<file path="src/hdl/cbt_pkg.sv">
`default_nettype none
package cbt_pkg;

	localparam int OFFSET_BITS = 32;
	localparam int FIFO_DEPTH = 4;
	localparam int PTR_W = $clog2(FIFO_DEPTH);
	localparam int CNT_W = $clog2(FIFO_DEPTH + 1);

	localparam int IN_DATA_W = 8;
	localparam int OUT_DATA_W = 64;
	localparam int OUT_USER_W = 5;

	localparam logic [7:0] CH_HASH  = 8'h23;
	localparam logic [7:0] CH_BSL   = 8'h5C;
	localparam logic [7:0] CH_NL    = 8'h0A;
	localparam logic [7:0] CH_STAR  = 8'h2A;
	localparam logic [7:0] CH_SLASH = 8'h2F;
	localparam logic [7:0] CH_DQ    = 8'h22;
	localparam logic [7:0] CH_SQ    = 8'h27;
	localparam logic [7:0] CH_SP    = 8'h20;
	localparam logic [7:0] CH_TAB   = 8'h09;

	typedef logic [OFFSET_BITS-1:0] off_t;

	typedef enum logic [3:0] {
		K_WS  = 4'd0,
		K_PRE = 4'd1,
		K_COM = 4'd2,
		K_PUN = 4'd3,
		K_UNK = 4'd4,
		K_ID  = 4'd5,
		K_NUM = 4'd6,
		K_STR = 4'd7,
		K_CHR = 4'd8,
		K_ERR = 4'd9
	} kind_t;

	typedef enum logic [3:0] {
		M_IDLE,
		M_WS,
		M_PRE,
		M_LCOM,
		M_BCOM,
		M_STR,
		M_CHR,
		M_ID,
		M_NUM,
		M_SLASH
	} mode_t;

	typedef struct packed {
		kind_t kind;
		off_t  start;
		off_t  len;
	} tok_t;

	// tokens caused by one input byte
	typedef struct packed {
		logic two;
		logic tfin;
		tok_t t0;
		tok_t t1;
	} pair_t;

	function automatic logic [31:0] field32(input off_t v);
		logic [63:0] w;
		w = 64'(v);
		return w[31:0];
	endfunction

	function automatic logic is_letter(input logic [7:0] c);
		return (c >= 8'h61 && c <= 8'h7A) || (c >= 8'h41 && c <= 8'h5A) || c == 8'h5F;
	endfunction

	function automatic logic is_digit(input logic [7:0] c);
		return c >= 8'h30 && c <= 8'h39;
	endfunction

	function automatic logic is_punct(input logic [7:0] c);
		logic r;
		case (c)
			8'h7E, 8'h21, 8'h25, 8'h5E, 8'h26, 8'h2A, 8'h28, 8'h29, 8'h2D, 8'h2B,
			8'h3D, 8'h7B, 8'h5B, 8'h7D, 8'h5D, 8'h7C, 8'h3A, 8'h3B, 8'h3C, 8'h2C,
			8'h3E, 8'h2E, 8'h3F: r = 1'b1;
			default: r = 1'b0;
		endcase
		return r;
	endfunction

endpackage
`default_nettype wire

</file>
<file path="src/hdl/cbt_front.sv">
`default_nettype none
module cbt_front (
	input  wire                              clk,
	input  wire                              arst_n,
	input  wire                              s_axis_tvalid,
	output logic                             s_axis_tready,
	input  wire  [cbt_pkg::IN_DATA_W-1:0]    s_axis_tdata,  // [7:0] source_byte
	input  wire                              s_axis_tlast,  // end_of_text
	input  wire                              q_full,
	output logic                             q_push,
	output cbt_pkg::pair_t                   q_wdata
);
	import cbt_pkg::*;

	mode_t mode_q, n_mode;
	off_t  start_q, n_start;
	off_t  len_q, n_len;
	off_t  pos_q, n_pos;
	logic  ls_q, n_ls;
	logic  esc_q, n_esc;
	logic  star_q, n_star;

	logic [7:0] c;
	logic       last, accept, disp;
	logic       is_sp, is_nl;
	off_t       len_inc;
	logic [7:0] quote;
	kind_t      qkind;

	logic  ea_v, eb_v, ec_v;
	kind_t ea_kind, eb_kind, ec_kind;
	off_t  ea_start, ea_len, ec_start, ec_len;

	assign c      = s_axis_tdata;
	assign last   = s_axis_tlast;
	assign s_axis_tready = !q_full;
	assign accept = s_axis_tvalid && s_axis_tready;
	assign is_sp  = (c == CH_SP) || (c == CH_TAB);
	assign is_nl  = (c == CH_NL);
	assign len_inc = (len_q == '1) ? len_q : off_t'(len_q + 1'b1);
	assign quote  = (mode_q == M_STR) ? CH_DQ : CH_SQ;
	assign qkind  = (mode_q == M_STR) ? K_STR : K_CHR;

	// next state: mode step, then dispatch of the byte, then end-of-text flush
	always_comb begin
		n_mode = mode_q;
		n_start = start_q;
		n_len = len_q;
		n_ls = ls_q;
		n_esc = esc_q;
		n_star = star_q;
		n_pos = off_t'(pos_q + 1'b1);
		disp = 1'b0;
		ea_v = 1'b0;
		ea_kind = K_WS;
		eb_v = 1'b0;
		eb_kind = K_PUN;
		ec_v = 1'b0;
		ec_kind = K_WS;
		case (mode_q)
			M_WS: begin
				if (is_sp) begin
					n_len = len_inc;
				end else if (is_nl) begin
					n_len = len_inc;
					n_ls = 1'b1;
				end else begin
					ea_v = 1'b1;
					ea_kind = K_WS;
					n_mode = M_IDLE;
					disp = 1'b1;
				end
			end
			M_PRE: begin
				n_len = len_inc;
				if (esc_q) begin
					n_esc = 1'b0;
				end else if (c == CH_BSL) begin
					n_esc = 1'b1;
				end else if (is_nl) begin
					ea_v = 1'b1;
					ea_kind = K_PRE;
					n_mode = M_IDLE;
				end
			end
			M_LCOM: begin
				n_len = len_inc;
				if (is_nl) begin
					ea_v = 1'b1;
					ea_kind = K_COM;
					n_mode = M_IDLE;
					n_ls = 1'b1;
				end
			end
			M_BCOM: begin
				n_len = len_inc;
				if (star_q && c == CH_SLASH) begin
					ea_v = 1'b1;
					ea_kind = K_COM;
					n_mode = M_IDLE;
				end else begin
					n_star = (c == CH_STAR);
				end
			end
			M_STR, M_CHR: begin
				if (esc_q) begin
					n_len = len_inc;
					n_esc = 1'b0;
				end else if (c == quote) begin
					n_len = len_inc;
					ea_v = 1'b1;
					ea_kind = qkind;
					n_mode = M_IDLE;
				end else if (c == CH_BSL) begin
					n_len = len_inc;
					n_esc = 1'b1;
				end else if (is_nl) begin
					// unterminated literal: bytes before the newline
					ea_v = 1'b1;
					ea_kind = K_ERR;
					n_mode = M_IDLE;
					disp = 1'b1;
				end else begin
					n_len = len_inc;
				end
			end
			M_ID, M_NUM: begin
				if (is_letter(c) || is_digit(c)) begin
					n_len = len_inc;
				end else begin
					ea_v = 1'b1;
					ea_kind = (mode_q == M_ID) ? K_ID : K_NUM;
					n_mode = M_IDLE;
					disp = 1'b1;
				end
			end
			M_SLASH: begin
				if (c == CH_SLASH) begin
					n_len = len_inc;
					n_mode = M_LCOM;
				end else if (c == CH_STAR) begin
					n_len = len_inc;
					n_mode = M_BCOM;
					n_star = 1'b0;
				end else begin
					ea_v = 1'b1;
					ea_kind = K_PUN;
					n_ls = 1'b0;
					n_mode = M_IDLE;
					disp = 1'b1;
				end
			end
			default: begin
				disp = 1'b1;
			end
		endcase
		ea_start = start_q;
		ea_len = n_len;

		if (disp) begin
			n_start = pos_q;
			n_len = off_t'(1);
			n_esc = 1'b0;
			n_star = 1'b0;
			if (is_sp || is_nl) begin
				n_mode = M_WS;
				if (is_nl) begin
					n_ls = 1'b1;
				end
			end else if (c == CH_HASH && n_ls) begin
				n_mode = M_PRE;
			end else if (c == CH_SLASH) begin
				n_mode = M_SLASH;
			end else if (is_digit(c)) begin
				n_mode = M_NUM;
				n_ls = 1'b0;
			end else if (is_letter(c)) begin
				n_mode = M_ID;
				n_ls = 1'b0;
			end else if (c == CH_DQ) begin
				n_mode = M_STR;
				n_ls = 1'b0;
			end else if (c == CH_SQ) begin
				n_mode = M_CHR;
				n_ls = 1'b0;
			end else begin
				eb_v = 1'b1;
				eb_kind = (c == CH_HASH || is_punct(c)) ? K_PUN : K_UNK;
				n_ls = 1'b0;
				n_mode = M_IDLE;
			end
		end

		ec_start = n_start;
		ec_len = n_len;
		if (last) begin
			ec_v = (n_mode != M_IDLE);
			case (n_mode)
				M_WS:    ec_kind = K_WS;
				M_PRE:   ec_kind = K_PRE;
				M_LCOM:  ec_kind = K_COM;
				M_ID:    ec_kind = K_ID;
				M_NUM:   ec_kind = K_NUM;
				M_SLASH: ec_kind = K_PUN;
				default: ec_kind = K_ERR;
			endcase
			n_mode = M_IDLE;
			n_start = '0;
			n_len = '0;
			n_pos = '0;
			n_ls = 1'b1;
			n_esc = 1'b0;
			n_star = 1'b0;
		end
	end

	// outputs: pack the up to two tokens in order
	always_comb begin
		q_wdata.tfin = last;
		q_wdata.t0 = '{kind: ec_kind, start: ec_start, len: ec_len};
		q_wdata.t1 = '{kind: ec_kind, start: ec_start, len: ec_len};
		q_wdata.two = 1'b0;
		if (ea_v) begin
			q_wdata.t0 = '{kind: ea_kind, start: ea_start, len: ea_len};
			q_wdata.two = eb_v || ec_v;
			if (eb_v) begin
				q_wdata.t1 = '{kind: eb_kind, start: pos_q, len: off_t'(1)};
			end
		end else if (eb_v) begin
			q_wdata.t0 = '{kind: eb_kind, start: pos_q, len: off_t'(1)};
			q_wdata.two = ec_v;
		end
		q_push = accept && (ea_v || eb_v || ec_v);
	end

	always_ff @(posedge clk or negedge arst_n) begin
		if (!arst_n) begin
			mode_q <= M_IDLE;
			start_q <= '0;
			len_q <= '0;
			pos_q <= '0;
			ls_q <= 1'b1;
			esc_q <= 1'b0;
			star_q <= 1'b0;
		end else if (accept) begin
			mode_q <= n_mode;
			start_q <= n_start;
			len_q <= n_len;
			pos_q <= n_pos;
			ls_q <= n_ls;
			esc_q <= n_esc;
			star_q <= n_star;
		end
	end

endmodule
`default_nettype wire

</file>
<file path="src/hdl/cbt_fifo.sv">
`default_nettype none
module cbt_fifo (
	input  wire             clk,
	input  wire             arst_n,
	input  wire             push,
	input  cbt_pkg::pair_t  wdata,
	input  wire             pop,
	output cbt_pkg::pair_t  rdata,
	output logic            full,
	output logic            empty
);
	import cbt_pkg::*;

	pair_t            mem_q [FIFO_DEPTH];
	logic [PTR_W-1:0] wr_q, rd_q;
	logic [CNT_W-1:0] cnt_q;

	assign full  = (cnt_q == CNT_W'(FIFO_DEPTH));
	assign empty = (cnt_q == '0);
	assign rdata = mem_q[rd_q];

	always_ff @(posedge clk) begin
		if (push) begin
			mem_q[wr_q] <= wdata;
		end
	end

	always_ff @(posedge clk or negedge arst_n) begin
		if (!arst_n) begin
			wr_q <= '0;
			rd_q <= '0;
			cnt_q <= '0;
		end else begin
			if (push) begin
				wr_q <= (wr_q == PTR_W'(FIFO_DEPTH - 1)) ? '0 : PTR_W'(wr_q + 1'b1);
			end
			if (pop) begin
				rd_q <= (rd_q == PTR_W'(FIFO_DEPTH - 1)) ? '0 : PTR_W'(rd_q + 1'b1);
			end
			case ({push, pop})
				2'b10:   cnt_q <= CNT_W'(cnt_q + 1'b1);
				2'b01:   cnt_q <= CNT_W'(cnt_q - 1'b1);
				default: cnt_q <= cnt_q;
			endcase
		end
	end

	a_no_overflow: assert property (@(posedge clk) disable iff (!arst_n) push |-> !full)
		else $error("push into full queue");
	a_no_underflow: assert property (@(posedge clk) disable iff (!arst_n) pop |-> !empty)
		else $error("pop from empty queue");
	a_fill_nonempty: assert property (@(posedge clk) disable iff (!arst_n)
		(push && !pop) |=> !empty)
		else $error("queue empty after a write");

endmodule
`default_nettype wire

</file>
<file path="src/hdl/cbt_back.sv">
`default_nettype none
module cbt_back (
	input  wire                              clk,
	input  wire                              arst_n,
	input  cbt_pkg::pair_t                   head,
	input  wire                              empty,
	output logic                             pop,
	output logic                             m_axis_tvalid,
	input  wire                              m_axis_tready,
	output logic [cbt_pkg::OUT_DATA_W-1:0]   m_axis_tdata,  // [31:0] token_start, [63:32] token_length
	output logic [cbt_pkg::OUT_USER_W-1:0]   m_axis_tuser,  // [3:0] token_kind, [4] text_final
	output logic                             m_axis_tlast   // run_final
);
	import cbt_pkg::*;

	logic                  sel_q, load, take, fin;
	tok_t                  tok;
	logic [OUT_DATA_W-1:0] data_q;
	logic [OUT_USER_W-1:0] user_q;
	logic                  last_q, valid_q;

	assign load = !valid_q || m_axis_tready;
	assign take = load && !empty;
	assign fin  = sel_q || !head.two;
	assign pop  = take && fin;
	assign tok  = sel_q ? head.t1 : head.t0;

	always_ff @(posedge clk or negedge arst_n) begin
		if (!arst_n) begin
			valid_q <= 1'b0;
			sel_q <= 1'b0;
		end else begin
			if (load) begin
				valid_q <= !empty;
			end
			if (take) begin
				sel_q <= !fin;
			end
		end
	end

	always_ff @(posedge clk) begin
		if (take) begin
			data_q <= {field32(tok.len), field32(tok.start)};
			user_q <= {fin && head.tfin, tok.kind};
			last_q <= fin;
		end
	end

	assign m_axis_tvalid = valid_q;
	assign m_axis_tdata  = data_q;
	assign m_axis_tuser  = user_q;
	assign m_axis_tlast  = last_q;

	a_sel_has_entry: assert property (@(posedge clk) disable iff (!arst_n) sel_q |-> !empty)
		else $error("second token pending with empty queue");
	a_pair_split: assert property (@(posedge clk) disable iff (!arst_n)
		(take && head.two && !sel_q) |=> sel_q)
		else $error("two-token entry not split");
	a_text_end_last: assert property (@(posedge clk) disable iff (!arst_n)
		(m_axis_tvalid && m_axis_tuser[4]) |-> m_axis_tlast)
		else $error("text end without run end");

endmodule
`default_nettype wire

</file>
<file path="src/hdl/c_subset_byte_tokenizer.sv">
// Channel  Dir  tdata                              tuser                  tlast
// s_axis   in   [7:0] source_byte                  -                      end_of_text
// m_axis   out  [31:0] token_start, [63:32] length [3:0] kind, [4] text_final  run_final
//
// One source byte per cycle unless the queue is full; the scan state updates in the same cycle a beat is taken.
// A byte that closes two tokens goes out as two beats; the back end sends one token per cycle unless m_axis stalls.
// Front and back are parted by a 4-entry queue, so a stalled output holds input only when full.
// An input beat reaches m_axis through a queue entry and then the back end's output register.
// Reset is asynchronous; no clearing pass, the block is ready right after reset.
`default_nettype none
module c_subset_byte_tokenizer (
	input  wire                              clk,
	input  wire                              arst_n,
	input  wire                              s_axis_tvalid,
	output logic                             s_axis_tready,
	input  wire  [cbt_pkg::IN_DATA_W-1:0]    s_axis_tdata,  // [7:0] source_byte
	input  wire                              s_axis_tlast,  // end_of_text
	output logic                             m_axis_tvalid,
	input  wire                              m_axis_tready,
	output logic [cbt_pkg::OUT_DATA_W-1:0]   m_axis_tdata,  // [31:0] token_start, [63:32] token_length
	output logic [cbt_pkg::OUT_USER_W-1:0]   m_axis_tuser,  // [3:0] token_kind, [4] text_final
	output logic                             m_axis_tlast   // run_final
);
	import cbt_pkg::*;

	pair_t q_wdata, q_rdata;
	logic  q_push, q_pop, q_full, q_empty;

	cbt_front u_front (
		.clk           (clk),
		.arst_n        (arst_n),
		.s_axis_tvalid (s_axis_tvalid),
		.s_axis_tready (s_axis_tready),
		.s_axis_tdata  (s_axis_tdata),
		.s_axis_tlast  (s_axis_tlast),
		.q_full        (q_full),
		.q_push        (q_push),
		.q_wdata       (q_wdata)
	);

	cbt_fifo u_fifo (
		.clk    (clk),
		.arst_n (arst_n),
		.push   (q_push),
		.wdata  (q_wdata),
		.pop    (q_pop),
		.rdata  (q_rdata),
		.full   (q_full),
		.empty  (q_empty)
	);

	cbt_back u_back (
		.clk           (clk),
		.arst_n        (arst_n),
		.head          (q_rdata),
		.empty         (q_empty),
		.pop           (q_pop),
		.m_axis_tvalid (m_axis_tvalid),
		.m_axis_tready (m_axis_tready),
		.m_axis_tdata  (m_axis_tdata),
		.m_axis_tuser  (m_axis_tuser),
		.m_axis_tlast  (m_axis_tlast)
	);

endmodule
`default_nettype wire

</file>
<file path="config.mk">
export PLATFORM = sky130hd
export DESIGN_NAME = c_subset_byte_tokenizer
export DESIGN_NICKNAME = d
export VERILOG_FILES = /design/src/hdl/cbt_pkg.sv /design/src/hdl/cbt_front.sv /design/src/hdl/cbt_fifo.sv /design/src/hdl/cbt_back.sv /design/src/hdl/c_subset_byte_tokenizer.sv
export SDC_FILE = /design/constraint.sdc
export NUM_CORES = 1
export LEC_CHECK = 0
export ABC_CLOCK_PERIOD_IN_PS = 5550
export BUFFER_PORTS_ARGS = -buffer_cell sky130_fd_sc_hd__buf_2
export CAP_MARGIN = 25
export CORE_UTILIZATION = 40
export DETAILED_ROUTE_END_ITERATION = 7
export PLACE_DENSITY = 0.61
export SLEW_MARGIN = 20
export SYNTH_ARGS = -nofsm -noshare
export SYNTH_HDL_FRONTEND = slang
export SYNTH_SLANG_ARGS = --single-unit
</file>
<file path="constraint.sdc">
create_clock -name clk -period 5.55 [get_ports clk]
set_input_delay 0.555 -clock clk [delete_from_list [all_inputs] [get_ports clk]]
set_output_delay 0.555 -clock clk [all_outputs]
set_load 0.01 [all_outputs]
</file>
== Word-level counts from Yosys, hierarchy flattened ==
Memory sizes are Yosys's and may differ from the RTL's.
Cells that the tools add are included.
W data, S select, Z words.
Word-level totals
  register bits: 182
  RAM bits: 552
  input port bits: 13
  output and inout bits: 72
  word-level logic and storage cells: 254
  memories: 1
Memories
  u_fifo.mem_q: depth 4, width 138, read ports 1, clocked after memory_dff 0, wr ports 1, line cbt_fifo.sv:14  | pair_t mem_q [FIFO_DEPTH];
Cells by class
  $add $sub $neg: 6
  magnitude comparators: 6
  equality and inequality tests: 57
  muxes and demuxes: 132
  reduce and logical (&&, ||, !) cells: 37
Operators with widths (count)
  $mux W32: 15
  $mux W68: 4
  $eq A8 B6 Y1 const B: 21
  $pmux W32 S5: 1
  $mux W4: 36
  $eq A8 B7 Y1 const B: 9
  $add A32 B1 Y32 const B: 2
  $mux W1: 57
  $pmux W4 S6: 2
  $eq A32 B32 Y1 const B: 1
  $pmux W4 S7: 1
  $reduce_or A23 Y1: 1
  $eq A4 B3 Y1 const B: 5
  $eq A4 B2 Y1 const B: 4
  $eq A4 B4 Y1 const B: 4
  $eq A8 B4 Y1 const B: 2
  $ge A8 B7 Y1 const B: 2
  $le A8 B7 Y1 const B: 2
  $mux W2: 6
  $mux W3: 4
  $reduce_bool A4 Y1: 3
  $logic_or A1 B1 Y1: 11
  $logic_and A1 B1 Y1: 10
  $eq A4 B1 Y1 const B: 2
  other kinds (23): 33

== Depth between registers and ports, before layout ==
Gate-level depths: netlist of the first run.
  depth in word-level cells: 23
  gate-level depth with buffers: 17
  mapped depth without buffers: 14

== Modules after synthesis ==
From an unflattened synthesis of the first run, not the netlist that was laid out.
Second synthesis, totals
  cells, all modules: 2177
  area, all modules: 32279.7 um^2
By module, submodules not included
  cbt_fifo: instances 1, cells each 759, area each 20333.3 um^2, sequential area each 16751.1 um^2
  cbt_front: instances 1, cells each 1261, area each 8884.8 um^2, sequential area each 2578.7 um^2
  cbt_back: instances 1, cells each 157, area each 3061.7 um^2, sequential area each 2152.1 um^2

== Least setup slack after synthesis of the first run ==
OpenSTA, ideal clock, no wires.
  kind: in2reg
  start: input port s_axis_tdata[6] in the netlist's numbering
  end: memory u_fifo.mem_q[0][0] in the netlist's numbering (enable)
  setup time: 0.514 ns
  arrival: 5.991 ns
  data required time: 5.036 ns
  setup slack: -0.955 ns
  stages: 10
  buffers on the path: 2
  cells stage by stage: buf_4 -> nor4b_4 -> nand3_1 -> o31a_1 -> mux2_2 -> o311a_1 -> buf_2 -> and2_1 -> a21oi_2 -> and2_1
On the way
  longest elaborated chain between the ends: 16
  elaborated cells between the ends (all ways): 82
  classes of those cells: 6 x order compare; 11 x eq/ne; 51 x mux; 14 x reduce/logical
RTL lines
  start: declaration: line c_subset_byte_tokenizer.sv:16  | input wire [cbt_pkg::IN_DATA_W-1:0] s_axis_tdata,
  $ge A8 B7 Y1 / $le A8 B7 Y1 (equally long branches): line cbt_pkg.sv:72  | return (c >= 8'h61 && c <= 8'h7A) || (c >= 8'h41 && c <= 8'h5A) || c == 8'h5F;
  $logic_and A1 B1 Y1: line cbt_pkg.sv:72
  $logic_or A1 B1 Y1 (2 in series): line cbt_pkg.sv:72
  $mux W4: line cbt_front.sv:177  | end else if (is_letter(c)) begin
  $mux W4: line cbt_front.sv:174  | end else if (is_digit(c)) begin
  $mux W4: line cbt_front.sv:172  | end else if (c == CH_SLASH) begin
  $mux W4: line cbt_front.sv:170  | end else if (c == CH_HASH && n_ls) begin
  $mux W4: line cbt_front.sv:165  | if (is_sp || is_nl) begin
  $mux W4: line cbt_front.sv:160  | if (disp) begin
  $reduce_bool A4 Y1: line cbt_front.sv:197  | ec_v = (n_mode != M_IDLE);
  $mux W1: line cbt_front.sv:196  | if (last) begin
  $logic_or A1 B1 Y1 (*): line cbt_front.sv:233  | q_push = accept && (ea_v || eb_v || ec_v);
  $logic_and A1 B1 Y1 (*): line cbt_front.sv:233
  $mux W1 (*): line cbt_fifo.sv:23  | if (push) begin
  $mux W1 (not written as such) (*): line cbt_fifo.sv:24  | mem_q[wr_q] <= wdata;
  end: declaration: line cbt_fifo.sv:14
Every way passes the cells marked *; elsewhere a longest branch is shown, timed or not.

== Final worst setup path of the first run ==
  start: register u_front.mode_q[0]
  end: memory u_fifo.mem_q[2][109] in the netlist's numbering (enable)
On the way
  longest elaborated chain between the ends: 13
  elaborated cells between the ends (all ways): 45
  classes of those cells: 10 x eq/ne; 27 x mux; 8 x reduce/logical
RTL lines
  start: declaration: line cbt_front.sv:15  | mode_t mode_q, n_mode;
  start signal: assignment: line cbt_front.sv:246  | mode_q <= n_mode;
  $eq A4 B3 Y1: line cbt_front.sv:41, cbt_front.sv:60
  $mux W3: line cbt_front.sv:41  | assign quote = (mode_q == M_STR) ? CH_DQ : CH_SQ;
  $eq A8 B8 Y1: line cbt_front.sv:109  | end else if (c == quote) begin
  $mux W4 / $mux W1 (equally long branches): line cbt_front.sv:109
  $mux W4 / $mux W1 (equally long branches): line cbt_front.sv:106  | if (esc_q) begin
  $pmux W4 S7 / $pmux W1 S5 (equally long branches): line cbt_front.sv:60  | case (mode_q)
  $mux W4: line cbt_front.sv:160
  $reduce_bool A4 Y1: line cbt_front.sv:197
  $mux W1: line cbt_front.sv:196
  $logic_or A1 B1 Y1 (*): line cbt_front.sv:233
  $logic_and A1 B1 Y1 (*): line cbt_front.sv:233
  $mux W1 (*): line cbt_fifo.sv:23
  $mux W1 (not written as such) (*): line cbt_fifo.sv:24
Marks and branches as above.

==> results.toml, run 1 <==
[final_layout]
drive_above_1_share_pct = 25.1
ff_latch_area_um2 = 21500
layout.nets = 2014
fill_cells = 6469
fin_util_pct = 46.3
design_area_um2 = 35300
multi_input_area_um2 = 8900
syn_to_final_growth_pct = 14.1

[clock_tree]
cts_setup_buffers = 0
cts_max_level = 3
cts_tree = "built"
cts_sinks = 734
cts.clk_slew.worst_paths_ps = 60
clock_path_buffers = 3
cts_root_buf = "clkbuf_16"
clock_latency_ps = 630
cts_made_buffers = 76
cts_resized = 0

[global_routing]
grt_pass1_wl_um = 106000
grt_overflow = 0
first_global_vias = 17400
antenna_found_initial = 3
track_usage_pct = 17.9
grt_max_degree = 62

[setup_path]
path_buf_inv = 1
crit_path_top_delay_cell = "and2_4"
crit_path_start_kind = "flip-flop"
cp_slowest_stage_delay_ps = 670
arrival_ps = 4760
path_max_fanout = 35
path_delay_family = "simple AND/OR/NAND/NOR gates"
path_cells = "nand2b_1, a21o_1, o31ai_1, or3_4, nand3_1, and2_1, a21oi_2, and2_4, buf_4"
path_class = "reg2reg"
critPathCaptureType = "flip-flop"
critical_path_required_ps = 5860

[synthesis]
synthFlopType = "edfxtp_1"
synthesis.area_um2 = 30900
syn-mean-instance-area_um2 = 16.2
synth_area_leaders = "edfxtp_1 (60%), mux4_2 (10%), dfrtp_1 (9.0%), mux2_2 (3.8%), nand2_1 (2.2%)"
synth_top_area_cell = "edfxtp_1"
netlist.area_leader.share_pct = 60.5
yosysWarnings = 0
ys_seq_area_share_pct = 69.5
synth.distinct_cells = 78
synth_nets = 1924
synth_edf_count = 622
syn_inst = 1902
ys_ff_latch = 734
async_flop_share_pct = 15.3

[floorplan]
die_area_um2 = 78300
initial_core_util_pct = 40.5
die_h_um = 280
die-width_um = 280
core.rowCount = 101
ios = 85
coreArea_um2 = 76200

[pwr]
p_leak_nw = 12.2
design_power_total_mw = 18.8
ir_drop_v = 0.000281
power_density_nw_per_um2 = 535

[timing]
relSlewSlack_pct = 34.8
fin_setup_tns_ps = 0
holdWs_ps = 224
tightest_slew_ps = 978
fin_crit_sh_pct = 80.2
drv_slew = 0
hold_viol = 0
finalSetupViolCount = 0
fmax_mhz = 225
fin_skew_ps = 22.2
period_minus_slack_ps = 4450
rsz0062_at_grt = "no"

[place]
place_hpwl_um = 40700
gp_congestion = 0.816
io_buffers = 84
place_area_um2 = 32700

[routing]
routedWlPerCell_um = 22.3
drtAntennaViolNets = 0
vias_per_cell = 5.45
vias = 16800
drt_drc_violations_left = 0
first_pass_iters = 5
drt_iter0_drc = 1323
wl_um = 69000

[status]
status = "completed"

[min_path]
min-delay-path-class = "in2reg"

[job]
maxCapViolCount = 0
## layout make-up
type                    instances  area share (%)
repair buffers                128            2.64
flip-flops and latches        734            61.0
diodes                          2          0.0142
clock buffers                 102            6.05
well taps                    1030            3.66
multi-input cells            1026            25.3
clock inverters                40            1.14
inverters                      26           0.280
## timing repair
action	CTS	global route
hold endpoints to repair	40	0
endpoints found under the setup margin	0	0
hold buffers	1	0
## Yosys cell counts, drive strengths merged (19+ instances only)
master  instances
a22o           40
nand2         180
xnor2          28
a21oi          34
mux2          106
nand3          38
xor2           49
clkbuf         82
edfxtp        622
nor2          125
mux4          138
dfrtp         111
o31ai          19
o21ai          70
inv            25
buf            34
## registers in the layout (all words and copies together), names as in the netlist, 2 cells and up
signal / count
u_fifo.mem_q: 552
u_fifo.wr_q: 2
u_fifo.cnt_q: 3
u_back.m_axis_tdata: 64
u_back.m_axis_tuser: 5
u_front.ea_start: 32
u_front.pos_q: 32
u_front.len_q: 32
u_front.mode_q: 4
u_fifo.rd_q: 2
## metrics by stage
stage	setup WS (ps)	std cells
global route	802	3086
CTS	1110	3086
finish	1100	3088
floorplan	574	1902
global placement	863	2943
detailed placement	670	2943
## path summary, 6_finish.rpt
kind | startpoint | end | slack, ps | cells past startpoint
worst min-delay path | m_axis_tready | u_back.m_axis_tvalid | 220 | 4
max in group asynchronous | arst_n | u_fifo.rd_q[1] | 3890 | 3
worst max register to register | u_front.mode_q[0] | u_fifo.mem_q[2][109] | 1100 | 9
worst min register to register | u_front.ls_q | u_front.ls_q | 490 | 2
min in group asynchronous | arst_n | u_front.ea_start[9] | 530 | 2
worst max-delay path | u_front.mode_q[0] | u_fifo.mem_q[2][109] | 1100 | 9
## cells in the final DEF, fill, tap and decap left out, drive strengths merged, types with 9 or more instances in the layout
cell type / n
edfxtp: 622
nand2: 180
mux4: 138
buf: 127
nor2: 125
dfrtp: 111
mux2: 106
clkbuf: 102
o21ai: 70
xor2: 49
a22o: 40
nand3: 38
a21oi: 34
clkinv: 30
xnor2: 28
inv: 27
o31ai: 19
nor3: 18
nand4: 16
or3: 15
and2: 14
a31oi: 12
and3: 11
nor4: 9
## where the power goes
group	switching, mW	internal (mW)
logic	3.27	2.29
clock network	2.14	2.96
registers	0.552	7.62
## routing by layer
metal  GRT usage, %  share of wire [%]  wire [um]
met5              0                  0          0
met1           25.4                 45      31100
met4           5.52                2.1       1460
met2           28.3                 47      32600
met3           2.99                5.5       3810
## logic make-up (layout without fill, tap and decap cells)
kind of cell | count (synthesis) | in the layout | synth area share (%)
other cells | 0 | 2 | 0
fa+ha+maj | 9 | 9 | 0.389
simple gates | 467 | 467 | 7.08
flops | 734 | 734 | 69.5
xor+xnor | 77 | 77 | 2.18
compound gates | 225 | 225 | 4.96
buf+inv | 142 | 296 | 1.77
mux | 248 | 248 | 14.1
## worst min-delay path, cell delays in order
cell     delay, ps
buf_2          110
inv_1           50
nand2_1         50
nand2_1         50
Power figures use the tool's default switching activity.
==> run 2: changes to the inputs <==
--- a/config.mk
+++ b/config.mk
@@ -5,12 +5,12 @@
 export SDC_FILE = /design/constraint.sdc
 export NUM_CORES = 1
 export LEC_CHECK = 0
-export ABC_CLOCK_PERIOD_IN_PS = 5550
+export ABC_CLOCK_PERIOD_IN_PS = 4100
 export BUFFER_PORTS_ARGS = -buffer_cell sky130_fd_sc_hd__buf_2
 export CAP_MARGIN = 25
 export CORE_UTILIZATION = 40
 export DETAILED_ROUTE_END_ITERATION = 7
-export PLACE_DENSITY = 0.61
+export PLACE_DENSITY = 0.59
 export SLEW_MARGIN = 20
 export SYNTH_ARGS = -nofsm -noshare
 export SYNTH_HDL_FRONTEND = slang
==> constraint.sdc (replaced) <==
create_clock -name clk -period 4.1 [get_ports clk]
set_input_delay 0.41 -clock clk [delete_from_list [all_inputs] [get_ports clk]]
set_output_delay 0.41 -clock clk [all_outputs]
set_load 0.01 [all_outputs]
==> run 2 against run 1 <==
Against the previous run:
- power up 36%
- cell area up 1.1%
- combinational power up 40%
- final cell count up 1.3%
- clock skew up 10 ps
- largest power group unchanged
==> results.toml, run 2 (synthesis results as in run 1) <==
[final_layout]
layout.nets = 2056
fin_util_pct = 46.8
final_cell_mix = "edfxtp_1 (622), nand2_1 (179), mux4_2 (138), nor2_1 (124), dfrtp_1 (108)"
regMostFlops = "u_fifo.mem_q"
final_common_cell = "edfxtp_1"
syn_to_final_growth_pct = 15.3
drive_above_1_share_pct = 26.4
largest_reg_flops = 552

[timing]
hold_viol = 0
fmax_mhz = 259
fin_crit_sh_pct = 94.1
finalSetupViolCount = 0
relSlewSlack_pct = 38.9
period_minus_slack_ps = 3860
fin_skew_ps = 32.3
rsz0062_at_grt = "no"
drv_slew = 0
holdWs_ps = 37.0
fin_setup_tns_ps = 0
tightest_slew_ps = 916

[routing]
drtAntennaViolNets = 0
routedWlPerCell_um = 21.8
drt_iter0_drc = 1271
vias = 16900
wl_um = 68300
vias_per_cell = 5.40
first_pass_iters = 5
drt_drc_violations_left = 0

[floorplan]
ios = 85
core.rowCount = 101
die_h_um = 280
die-width_um = 280
coreArea_um2 = 76200
die_area_um2 = 78300
initial_core_util_pct = 40.5

[setup_path]
critical_path_required_ps = 4650
r2r-start = "u_front.mode_q[1]"
cp_slowest_stage_delay_ps = 510
path_cells = "buf_4, and4bb_2, mux2i_1, o31a_1, a22o_1, o32a_1, o41ai_4, a21oi_4, inv_1, ha_1, inv_1, fa_1, xor2_1, nor2_1, xor2_1"
critPathCaptureType = "flip-flop"
arrival_ps = 4410
rrSetupSlack_ps = 240
timing.rr.end = "u_fifo.cnt_q[2]"
crit_path_start_kind = "flip-flop"
path_class = "reg2reg"
crit_path_top_delay_cell = "dfrtp_1"
path_max_fanout = 10
r2r_cells = 15

[pwr]
p_sw_mw = 7.90
power_density_nw_per_um2 = 718
p_leak_nw = 12.4
design_power_total_mw = 25.6
ir_drop_v = 0.000620
pwr-share-comb_pct = 30.4
power_frac_seq_pct = 42.4
clkPwrFrac_pct = 27.2
swShare_pct = 30.9
intPower_mw = 17.7

[place]
gp_congestion = 0.854
io_buffers = 84
place_hpwl_um = 40000

[global_routing]
grt_overflow = 0
grt_max_degree = 140
first_global_vias = 17600
track_usage_pct = 17.6
grt_pass1_wl_um = 105000
antenna_found_initial = 2

[min_path]
min-delay-path-class = "in2reg"
min_from = "m_axis_tready"
hold_path_end = "u_back.m_axis_tvalid"
min_path_cells = 4

[status]
status = "completed"

[clock_tree]
cts.clk_slew.worst_paths_ps = 60
cts_made_buffers = 76
clock_latency_ps = 620
cts_root_buf = "clkbuf_16"
cts_tree = "built"
cts_max_level = 3
clock_path_buffers = 3
cts_sinks = 734

[job]
maxCapViolCount = 0
==> run 2: power by group through the flow <==
| stage | logic [mW] | clock network, mW | registers (mW) |
|---|---|---|---|
| 2_1_floorplan | 5.00 | 0 | 11.0 |
| 4_1_cts | 8.01 | 7.14 | 10.9 |
| 5_1_grt | 8.44 | 7.39 | 11.0 |
| 3_5_place_dp | 7.96 | 0 | 11.0 |
| 6_report | 7.78 | 6.97 | 10.8 |
| 3_3_place_gp | 7.97 | 0 | 10.9 |
==> run 2: critical path: cells and delay by family (launching register included) <==
| kind | cells | cell delay (ps) |
|---|---|---|
| compound gates | 5 | 1500 |
| buf+inv | 3 | 350 |
| xor+xnor | 2 | 300 |
| flops | 1 | 510 |
| fa+ha+maj | 2 | 550 |
| simple gates | 2 | 460 |
| mux | 1 | 110 |
==> run 2: final cells by class <==
type	instances	area, um2
Fill cell	6419	40600
Inverter	26	98.8
Tap cell	1030	1290
Multi-Input combinational cell	1026	8910
Sequential cell	734	21500
Antenna cell	2	5.00
Clock inverter	37	395
Timing Repair Buffer	170	1310
Clock buffer	104	2130
==> run 2: layer usage <==
| layer | track usage (%) | vias up | part of all wire [%] |
|---|---|---|---|
| met3 | 2.32 | 90 | 4.3 |
| met2 | 29.2 | 342 | 49 |
| met4 | 5.20 | 0 | 1.8 |
| met5 | 0 | - | 0 |
| li1 | - | 7664 | - |
| met1 | 24.3 | 8809 | 45 |
==> run 2: what timing repair did <==
item / CTS / global route
hold buffers: 1 / 0
resized for setup: 0 / 0
hold endpoints to repair: 48 / 0
setup buffers: 0 / 0
==> run 2: how the worst max path moves through the flow <==
stage	slack, ps	to	start	cells after the start
2_1_floorplan	20	u_fifo.mem_q[3][0]	s_axis_tdata[6]	10
3_3_place_gp	110	u_fifo.cnt_q[2]	s_axis_tdata[6]	15
3_5_place_dp	140	u_fifo.cnt_q[2]	s_axis_tdata[6]	15
4_1_cts	260	u_fifo.cnt_q[2]	u_front.mode_q[1]	15
5_1_grt	70	u_fifo.cnt_q[2]	u_front.mode_q[3]	15
6_report	240	u_fifo.cnt_q[2]	u_front.mode_q[1]	15
==> run 2: through the flow <==
step,area [um2],std cells,setup WS (ps)
2_1_floorplan,30900,1902,16.2
3_3_place_gp,33100,2985,109
3_5_place_dp,33100,2985,142
4_1_cts,35600,3127,264
5_1_grt,35600,3127,68.0
6_report,35600,3129,241
==> run 3: changes to the inputs <==
--- a/config.mk
+++ b/config.mk
@@ -5,12 +5,12 @@
 export SDC_FILE = /design/constraint.sdc
 export NUM_CORES = 1
 export LEC_CHECK = 0
-export ABC_CLOCK_PERIOD_IN_PS = 4100
+export ABC_CLOCK_PERIOD_IN_PS = 4200
 export BUFFER_PORTS_ARGS = -buffer_cell sky130_fd_sc_hd__buf_2
 export CAP_MARGIN = 25
-export CORE_UTILIZATION = 40
+export CORE_UTILIZATION = 60
 export DETAILED_ROUTE_END_ITERATION = 7
-export PLACE_DENSITY = 0.59
+export PLACE_DENSITY = 0.81
 export SLEW_MARGIN = 20
 export SYNTH_ARGS = -nofsm -noshare
 export SYNTH_HDL_FRONTEND = slang
==> constraint.sdc (replaced) <==
create_clock -name clk -period 4.2 [get_ports clk]
set_input_delay 0.42 -clock clk [delete_from_list [all_inputs] [get_ports clk]]
set_output_delay 0.42 -clock clk [all_outputs]
set_load 0.01 [all_outputs]
==> run 3 against run 2 <==
Against the previous run:
- core utilization increased by 22 points
- hold slack improved by 80 ps
- combinational power decreased by 3.1%
- cell area decreased by 2.1%
- sequential share of layout area increased by 1.3 points
- largest power group unchanged
- wire length decreased by 5.4%
- sequential power about the same
- setup slack improved by 110 ps
==> results.toml, run 3 (synthesis results as in run 1) <==
[clock_tree]
cts_tree = "built"
cts_hold_buf = 1
cts_made_buffers = 71
cts_setup_buffers = 0
cts_resized = 0
cts_sinks = 734
cts_root_buf = "clkbuf_16"
clock_path_buffers = 3
cts.clk_slew.worst_paths_ps = 60
cts_max_level = 3
clock_latency_ps = 610

[routing]
vias = 17400
drt_iter0_drc = 1654
first_pass_iters = 6
drtAntennaViolNets = 0
drt_drc_violations_left = 0
wl_um = 64600
vias_per_cell = 6.36
routedWlPerCell_um = 23.6

[timing]
period_minus_slack_ps = 3850
rsz0062_at_grt = "no"
fin_skew_ps = 19.4
drv_slew = 0
fmax_mhz = 260
hold_viol = 0
fin_setup_tns_ps = 0
finalSetupViolCount = 0
tightest_slew_ps = 927
fin_crit_sh_pct = 91.7
relSlewSlack_pct = 38.2

[setup_path]
critical_path_required_ps = 4720
r2r_cells = 14
path_max_fanout = 12
crit_path_top_delay_cell = "dfrtp_1"
cp_slowest_stage_delay_ps = 510
arrival_ps = 4370
crit_path_start_kind = "flip-flop"
path_cells = "and4b_1, nand2b_1, o211a_1, or3_4, o32a_1, o41ai_4, a21oi_2, inv_1, ha_1, inv_1, fa_1, xor2_1, nor2_1, xor2_1"
path_class = "reg2reg"
critPathCaptureType = "flip-flop"

[floorplan]
initial_core_util_pct = 61.2
die-width_um = 229
die_h_um = 229
die_area_um2 = 52400
core.rowCount = 82
coreArea_um2 = 50500
ios = 85

[final_layout]
drive_above_1_share_pct = 25.6
diodes = 0
fill_cells = 3122
layout.nets = 2030
final_common_cell = "edfxtp_1"
multi_input_area_um2 = 8900
syn_to_final_growth_pct = 13.0
regMostFlops = "u_fifo.mem_q"
final_cell_mix = "edfxtp_1 (622), nand2_1 (179), mux4_2 (138), nor2_1 (124), dfrtp_1 (108)"
instances_no_fill = 2736
ff_latch_area_um2 = 21500
largest_reg_flops = 552
fin_util_pct = 69.1

[place]
place_hpwl_um = 38300
placed_cells = 2606
gp_congestion = 0.844
io_buffers = 84

[status]
status = "completed"

[global_routing]
top_usage_layer = "met2"
grt_pass1_wl_um = 102000
track_usage_pct = 25.3
use_met2_pct = 41.2
grt_max_degree = 140
antenna_found_initial = 0
grt_overflow = 0
first_global_vias = 18100
met1_usage_pct = 34.3
grt_use_met3_pct = 3.97

[min_path]
min-delay-path-class = "in2reg"
min_path_cells = 4

[job]
maxCapViolCount = 0

[pwr]
ir_drop_v = 0.000689
p_leak_nw = 12.3
power_density_nw_per_um2 = 704
## run 3: cell types whose count changed in the layout (fill, tap and decap cells not counted), sizes merged
cell	change
buf	-21
inv	-1
clkbuf	-8
clkinvlp	-4
bufinv	-1
clkinv	+2
diode	-2
## run 3: worst max-delay path: cells and delay by family (launching register included)
| kind | cells | cell delay [ps] |
|---|---|---|
| xor gates and xnor gates | 2 | 320 |
| AOI/OAI and AO/OA | 4 | 1170 |
| DFF | 1 | 510 |
| adders and majority gates | 2 | 560 |
| and+or+nand+nor | 4 | 1040 |
| buffers and inverters | 2 | 170 |
## run 3: final cells by class
cell class | instances | area share [%]
Clock buffer | 96 | 5.75
Timing Repair Buffer | 149 | 3.48
Multi-Input combinational cell | 1026 | 25.5
Sequential cell | 734 | 61.6
Clock inverter | 33 | 0.972
Inverter | 26 | 0.283
Tap cell | 672 | 2.41
## run 3: worst paths after layout
check | start | to | slack (ps)
setup reg to reg | u_front.mode_q[1] | u_fifo.cnt_q[2] | 350
setup / recovery | u_front.mode_q[1] | u_fifo.cnt_q[2] | 350
min in group asynchronous | arst_n | u_front.ea_start[13] | 460
hold / removal | m_axis_tready | u_back.m_axis_tvalid | 120
max in group asynchronous | arst_n | u_fifo.rd_q[0] | 2890
hold reg to reg | u_front.ls_q | u_front.ls_q | 480
## run 3: metal layers
metal / up-vias / share of wire (%)
li1: 7594 / -
met1: 8921 / 40
met2: 744 / 49
met3: 151 / 6.5
met4: 0 / 3.8
met5: - / 0
## run 3: through the flow
stage / setup WS (ps) / hold slack (ps) / power [mW] / area, um2
2_1_floorplan: -641 / 124 / 15.7 / 30900
3_3_place_gp: 114 / 470 / 18.1 / 32500
3_5_place_dp: 95.9 / 467 / 18.3 / 32500
4_1_cts: 352 / 102 / 24.8 / 34900
5_1_grt: 110 / 120 / 25.6 / 34900
6_report: 348 / 117 / 24.6 / 34900
## run 3: where the power goes
part,switching (mW),internal (mW)
logic,4.37,3.17
registers,0.557,10.1
clock network,2.65,3.74
total,7.58,17.0
